### src/pareto_frontier_insert_macros.svh
// ----------------------------------------------------------------------------
// pareto frontier insert assertion macros
// shared property wrappers for the concurrent checks of the block
// ----------------------------------------------------------------------------
`ifndef PARETO_FRONTIER_INSERT_MACROS_SVH
`define PARETO_FRONTIER_INSERT_MACROS_SVH

// same-cycle implication
`define PFI_ASSERT_NOW(label, clk, rst_n, ante, cons) \
    label: assert property (@(posedge clk) disable iff (!rst_n) (ante) |-> (cons)) \
        else $error("pareto frontier insert check failed");

// next-cycle implication
`define PFI_ASSERT_NEXT(label, clk, rst_n, ante, cons) \
    label: assert property (@(posedge clk) disable iff (!rst_n) (ante) |=> (cons)) \
        else $error("pareto frontier insert check failed");

`endif

### src/pfi_entry_ram.sv
// ----------------------------------------------------------------------------
// pfi_entry_ram
// simple dual-port synchronous ram, one write and one registered read port
// ----------------------------------------------------------------------------
module pfi_entry_ram #(
    parameter int WIDTH = 8,
    parameter int DEPTH = 64
) (
    input  logic                     aclk,
    input  logic                     we,
    input  logic [$clog2(DEPTH)-1:0] waddr,
    input  logic [WIDTH-1:0]         wdata,
    input  logic                     re,
    input  logic [$clog2(DEPTH)-1:0] raddr,
    output logic [WIDTH-1:0]         rdata
);

    logic [WIDTH-1:0] mem [DEPTH];

    always_ff @(posedge aclk) begin
        if (we) begin
            mem[waddr] <= wdata;
        end
    end

    always_ff @(posedge aclk) begin
        if (re) begin
            rdata <= mem[raddr];
        end
    end

endmodule

### config.mk
export PLATFORM = sky130hd
export DESIGN_NAME = pfi_entry_ram
export DESIGN_NICKNAME = d
export VERILOG_FILES = /design/src/pareto_frontier_insert_macros.svh /design/src/pfi_entry_ram.sv
export SDC_FILE = /design/constraint.sdc
export NUM_CORES = 1
export LEC_CHECK = 0
export BUFFER_PORTS_ARGS = -buffer_cell sky130_fd_sc_hd__buf_2
export CAP_MARGIN = 20
export CORE_MARGIN = 4
export CORE_UTILIZATION = 40
export DETAILED_ROUTE_END_ITERATION = 7
export SLEW_MARGIN = 40
export SYNTH_ARGS = -nofsm -noshare
export SYNTH_HDL_FRONTEND = slang
export SYNTH_SLANG_ARGS = --single-unit
### constraint.sdc
create_clock -name aclk -period 2.6 [get_ports aclk]
set_input_delay 0 -clock aclk [delete_from_list [all_inputs] [get_ports aclk]]
set_output_delay 0 -clock aclk [all_outputs]
set_load 0.02 [all_outputs]
-- Word-level counts from Yosys, hierarchy flattened
Memory sizes are Yosys's and may differ from the RTL's. A register that Yosys moved wholly into a read port is not among the register bits.
Index checks and enable logic that the tools add are counted.
- flip-flop bits (word level): 0
- bits in latches: 0
- memory bits (writable): 512
- memory bits (read-only): 0
- bits of input ports: 23
- output and inout bits: 8
- word-level logic and storage cells: 3
- memories: 1
- add/subtract/negate cells: 0
- multipliers: 0
- divide/modulo/power cells: 0
- magnitude comparators: 0
- equality and inequality tests: 0
- shift operators: 0
- muxes and demuxes: 2
- bitwise logic cells: 0
- reduce and logical (&&, ||, !) cells: 0
- memories (name ; words ; width ; read ports ; clocked after Yosys merged registers in ; write ports ; RTL line ; text):
    mem ; 64 ; 8 ; 1 ; 1 ; 1 ; pfi_entry_ram.sv:18 ; logic [WIDTH-1:0] mem [DEPTH];
- operators with widths (operator ; count):
    two-way mux 1 bit ; 2

-- Longest topological paths before layout
- depth after elaboration: 2
- gate-level depth with buffers: 9
- depth with buffers taken out: 5

-- Worst setup path after synthesis
Ideal clock, no wire load.
- path type: register to register
- from: memory mem[29][4]
- to: register rdata[4], read port of mem, data pin
- library setup time: 0.270 ns
- arrival time: 1.560 ns
- data required time: 2.330 ns
- slack: 0.770 ns
- cell stages (with the launch flop): 6
- buffers on the path: 0
- clock period less this slack: 1.830 ns
- cell sequence: edfxtp_1 mux4_2 mux2_2 o221a_2 nor3_1 o32ai_1
- RTL lines (element ; RTL line ; text):
    from (decl) ; pfi_entry_ram.sv:18 ;
    to (decl) ; pfi_entry_ram.sv:15 ; output logic [WIDTH-1:0] rdata

==> impl_metrics.py <==
metrics = {
    "route": {
        "ant_nets": 0,
        "first_pass_iters": 5,
        "wire_per_inst_um": 25.7,
        "wl_um": 46100,
        "vias": 9823,
        "vias_per_cell": 5.47,
        "drtIter0Drc": 916,
        "drc": 0,
    },
    "global_route": {
        "grt_use_total_pct": 17.3,
        "grt_pass1_wl_um": 68800,
        "antenna_found_initial": 2,
        "gr-total-overflow": 0,
        "first_global_vias": 10200,
        "grt_max_degree": 65,
    },
    "synthesis": {
        "syn_area_per_cell_um2": 21.5,
        "synth_warnings": 0,
        "synth_seq_cells": 520,
        "synth_area_um2": 20200,
        "syn-instance-count": 940,
        "ys.flop_type": "edfxtp_1",
        "synth_cell_types": 39,
        "synthArstFlopShare_pct": 0,
        "seq_area_frac_synth_pct": 77.1,
        "synth_edf_count": 520,
        "syn_nets": 963,
    },
    "sta": {
        "fin_crit_sh_pct": 84.0,
        "final.setup.worst_slack_ps": 415,
        "rsz0062_at_grt": "no",
        "slew_violations": 0,
        "clock_skew_ps": 13.0,
        "setup_violations": 0,
        "max_freq_ghz": 0.458,
        "relSlewSlack_pct": 49.1,
        "worst_pin_slew_ps": 763,
        "period_needed_ps": 2190,
        "fin_tns_setup_ps": 0,
        "hold_violations": 0,
    },
    "clock_tree": {
        "path_clk_slew_ps": 60,
        "cts_tree": "built",
        "clock_latency_ps": 590,
        "cts_sinks": 520,
        "htreeDepth": 2,
        "cts_root_buf": "clkbuf_16",
        "cts_buffers": 50,
        "cts_setup_buffers": 0,
        "clk_path_buf_depth": 3,
    },
    "floorplanning": {
        "die_h_um": 233,
        "start_util_pct": 40.4,
        "die_x_um": 233,
        "dieArea_um2": 54300,
        "ioPinCount": 31,
        "core_um2": 50100,
        "num_rows": 82,
    },
    "placement": {
        "dp.final_hpwl_um": 29700,
        "pre_cts_ws_ps": 201,
        "portBuffers": 30,
        "gp_congestion": 0.790,
    },
    "setup_path": {
        "startpoint": "mem[45][1]$_DFFE_PP_",
        "critPathMaxFanout": 1,
        "r2r-end": "rdata[1]$_DFFE_PP_",
        "worstRegToRegCells": 4,
        "start_kind": "flip-flop",
        "timing.reg2reg.setup_slack_ps": 410,
        "cp-end-kind": "flip-flop",
        "cp.arrival_ps": 2500,
        "crit-reg2reg-launch": "mem[45][1]$_DFFE_PP_",
        "critPathKind": "flip-flop to flip-flop",
        "cp.required_ps": 2920,
    },
    "status": {
        "status": "complete, no violations",
    },
    "pwr": {
        "p_leak_nw": 7.45,
        "power_mw": 17.2,
        "ir_worst_vdd_mv": 0.430,
        "p_per_area_nw_per_um2": 731,
    },
    "hold_path": {
        "hp-start": "waddr[4]",
        "min_to": "mem[51][2]$_DFFE_PP_",
        "hp-class": "input port to flip-flop",
        "holdPathStages": 3,
    },
    "cells_and_area": {
        "syn2layout_area_growth_pct": 16.0,
        "nFillCells": 4173,
        "drive_above_1_share_pct": 29.7,
        "layout.nets": 1107,
    },
    "run": {
        "drv_cap": 0,
    },
}
==> stage by stage <==
step | utilization (%) | hold slack (ps) | std cells | cell area, um2
floorplan | - | 98.9 | 940 | 20200
detailed placement | 43.5 | 416 | 1689 | 21800
finish | 46.9 | 110 | 1796 | 23500
global placement | 43.5 | 416 | 1689 | 21800
global route | 46.9 | 137 | 1794 | 23500
CTS | 46.9 | 80.6 | 1794 | 23500
==> routing by layer <==
metal,share of wire (%),vias to the layer above,GRT usage [%]
met5,0,-,0
met2,47,353,26.6
li1,-,4228,-
met4,2.9,0,5.44
met3,7.3,81,4.19
met1,43,5161,24.8
==> cells in the final DEF, fill, tap and decap left out, drive strengths merged, types with 2 or more instances in the layout <==
master | netlist | final
a2111oi | 2 | 2
a211oi | 4 | 4
a21oi | 3 | 3
a221oi | 6 | 6
a22oi | 3 | 3
buf | 34 | 127
bufinv | 0 | 4
clkbuf | 17 | 66
clkinv | 0 | 20
diode | 0 | 2
dlygate4sd3 | 0 | 15
edfxtp | 520 | 520
mux2 | 13 | 13
mux2i | 23 | 23
mux4 | 126 | 126
nand2 | 19 | 19
nand2b | 7 | 7
nand3 | 13 | 13
nand3b | 3 | 3
nand4 | 2 | 2
nor2 | 83 | 83
nor2b | 14 | 14
nor3 | 7 | 7
nor4 | 2 | 2
o2111ai | 3 | 3
o21a | 2 | 2
o21ai | 4 | 4
o221a | 2 | 2
o221ai | 8 | 8
o22ai | 8 | 8
o2bb2ai | 3 | 3
o32ai | 2 | 2
o41ai | 2 | 2
==> repair_timing <==
action | 4_1_cts | 5_1_grt
hold buffers | 15 | 0
hold endpoints to repair | 294 | 0
gates resized for setup | 0 | 0
==> power by group <==
group	switching (mW)	internal [mW]	leakage, nW	total (mW)
logic	0.553	0.360	2.02	0.914
registers	0.0257	9.30	4.69	9.32
clock network	2.95	3.98	0.749	6.92
total	3.52	13.6	7.45	17.2
==> worst max path at each step <==
stage	end	cells past startpoint	slack [ps]
after floorplan	rdata[4]$_DFFE_PP_	5	770
after global placement	rdata[1]$_DFFE_PP_	6	220
after detailed placement	rdata[1]$_DFFE_PP_	6	200
after CTS	rdata[1]$_DFFE_PP_	4	380
after global routing	rdata[1]$_DFFE_PP_	4	350
final	rdata[1]$_DFFE_PP_	4	410
==> sequential cells by signal, indices dropped and copies added (netlist names) <==
register,count
mem,512
rdata,8
==> final cells by class <==
type	instances	area [um2]	share of cell area, %
Antenna cell	2	5.00	0.0213
Clock buffer	65	1330	5.66
Clock inverter	25	210	0.895
Multi-Input combinational cell	369	4320	18.4
Sequential cell	520	15600	66.5
Tap cell	672	841	3.58
Timing Repair Buffer	143	1150	4.92
==> synth_stat cells (all sizes together), types with 2 or more instances <==
cell type | instances | share of area, %
mux2i | 23 | 1.1
nor3 | 7 | 0.17
a211oi | 4 | 0.15
mux4 | 126 | 14
o221ai | 8 | 0.35
nand4 | 2 | 0.062
nand3 | 13 | 0.32
clkbuf | 17 | 0.32
o22ai | 8 | 0.25
nand2 | 19 | 0.35
o21ai | 4 | 0.099
o21a | 2 | 0.074
o32ai | 2 | 0.087
mux2 | 13 | 0.72
o2bb2ai | 3 | 0.13
buf | 34 | 1.2
nand2b | 7 | 0.22
a2111oi | 2 | 0.087
o41ai | 2 | 0.087
a22oi | 3 | 0.11
nor2 | 83 | 1.5
nor2b | 14 | 0.43
nor4 | 2 | 0.062
o2111ai | 3 | 0.13
nand3b | 3 | 0.11
o221a | 2 | 0.11
a21oi | 3 | 0.074
edfxtp | 520 | 77
a221oi | 6 | 0.26
==> kinds of logic after synthesis <==
| kind of cell | count (synthesis) | synth area share, % |
|---|---|---|
| multiplexers | 162 | 15.9 |
| flip-flops | 520 | 77.1 |
| AND/OR/NAND/NOR | 153 | 3.37 |
| buffers and inverters | 51 | 1.56 |
| AO/OA/AOI/OAI | 54 | 2.06 |
==> critical path, stage by stage, from the launching register on <==
cell	delay (ps)
edfxtp_1	360
mux4_2	490
mux2_2	300
a221oi_1	620
o2bb2ai_1	150
Power figures use the tool's default switching activity.
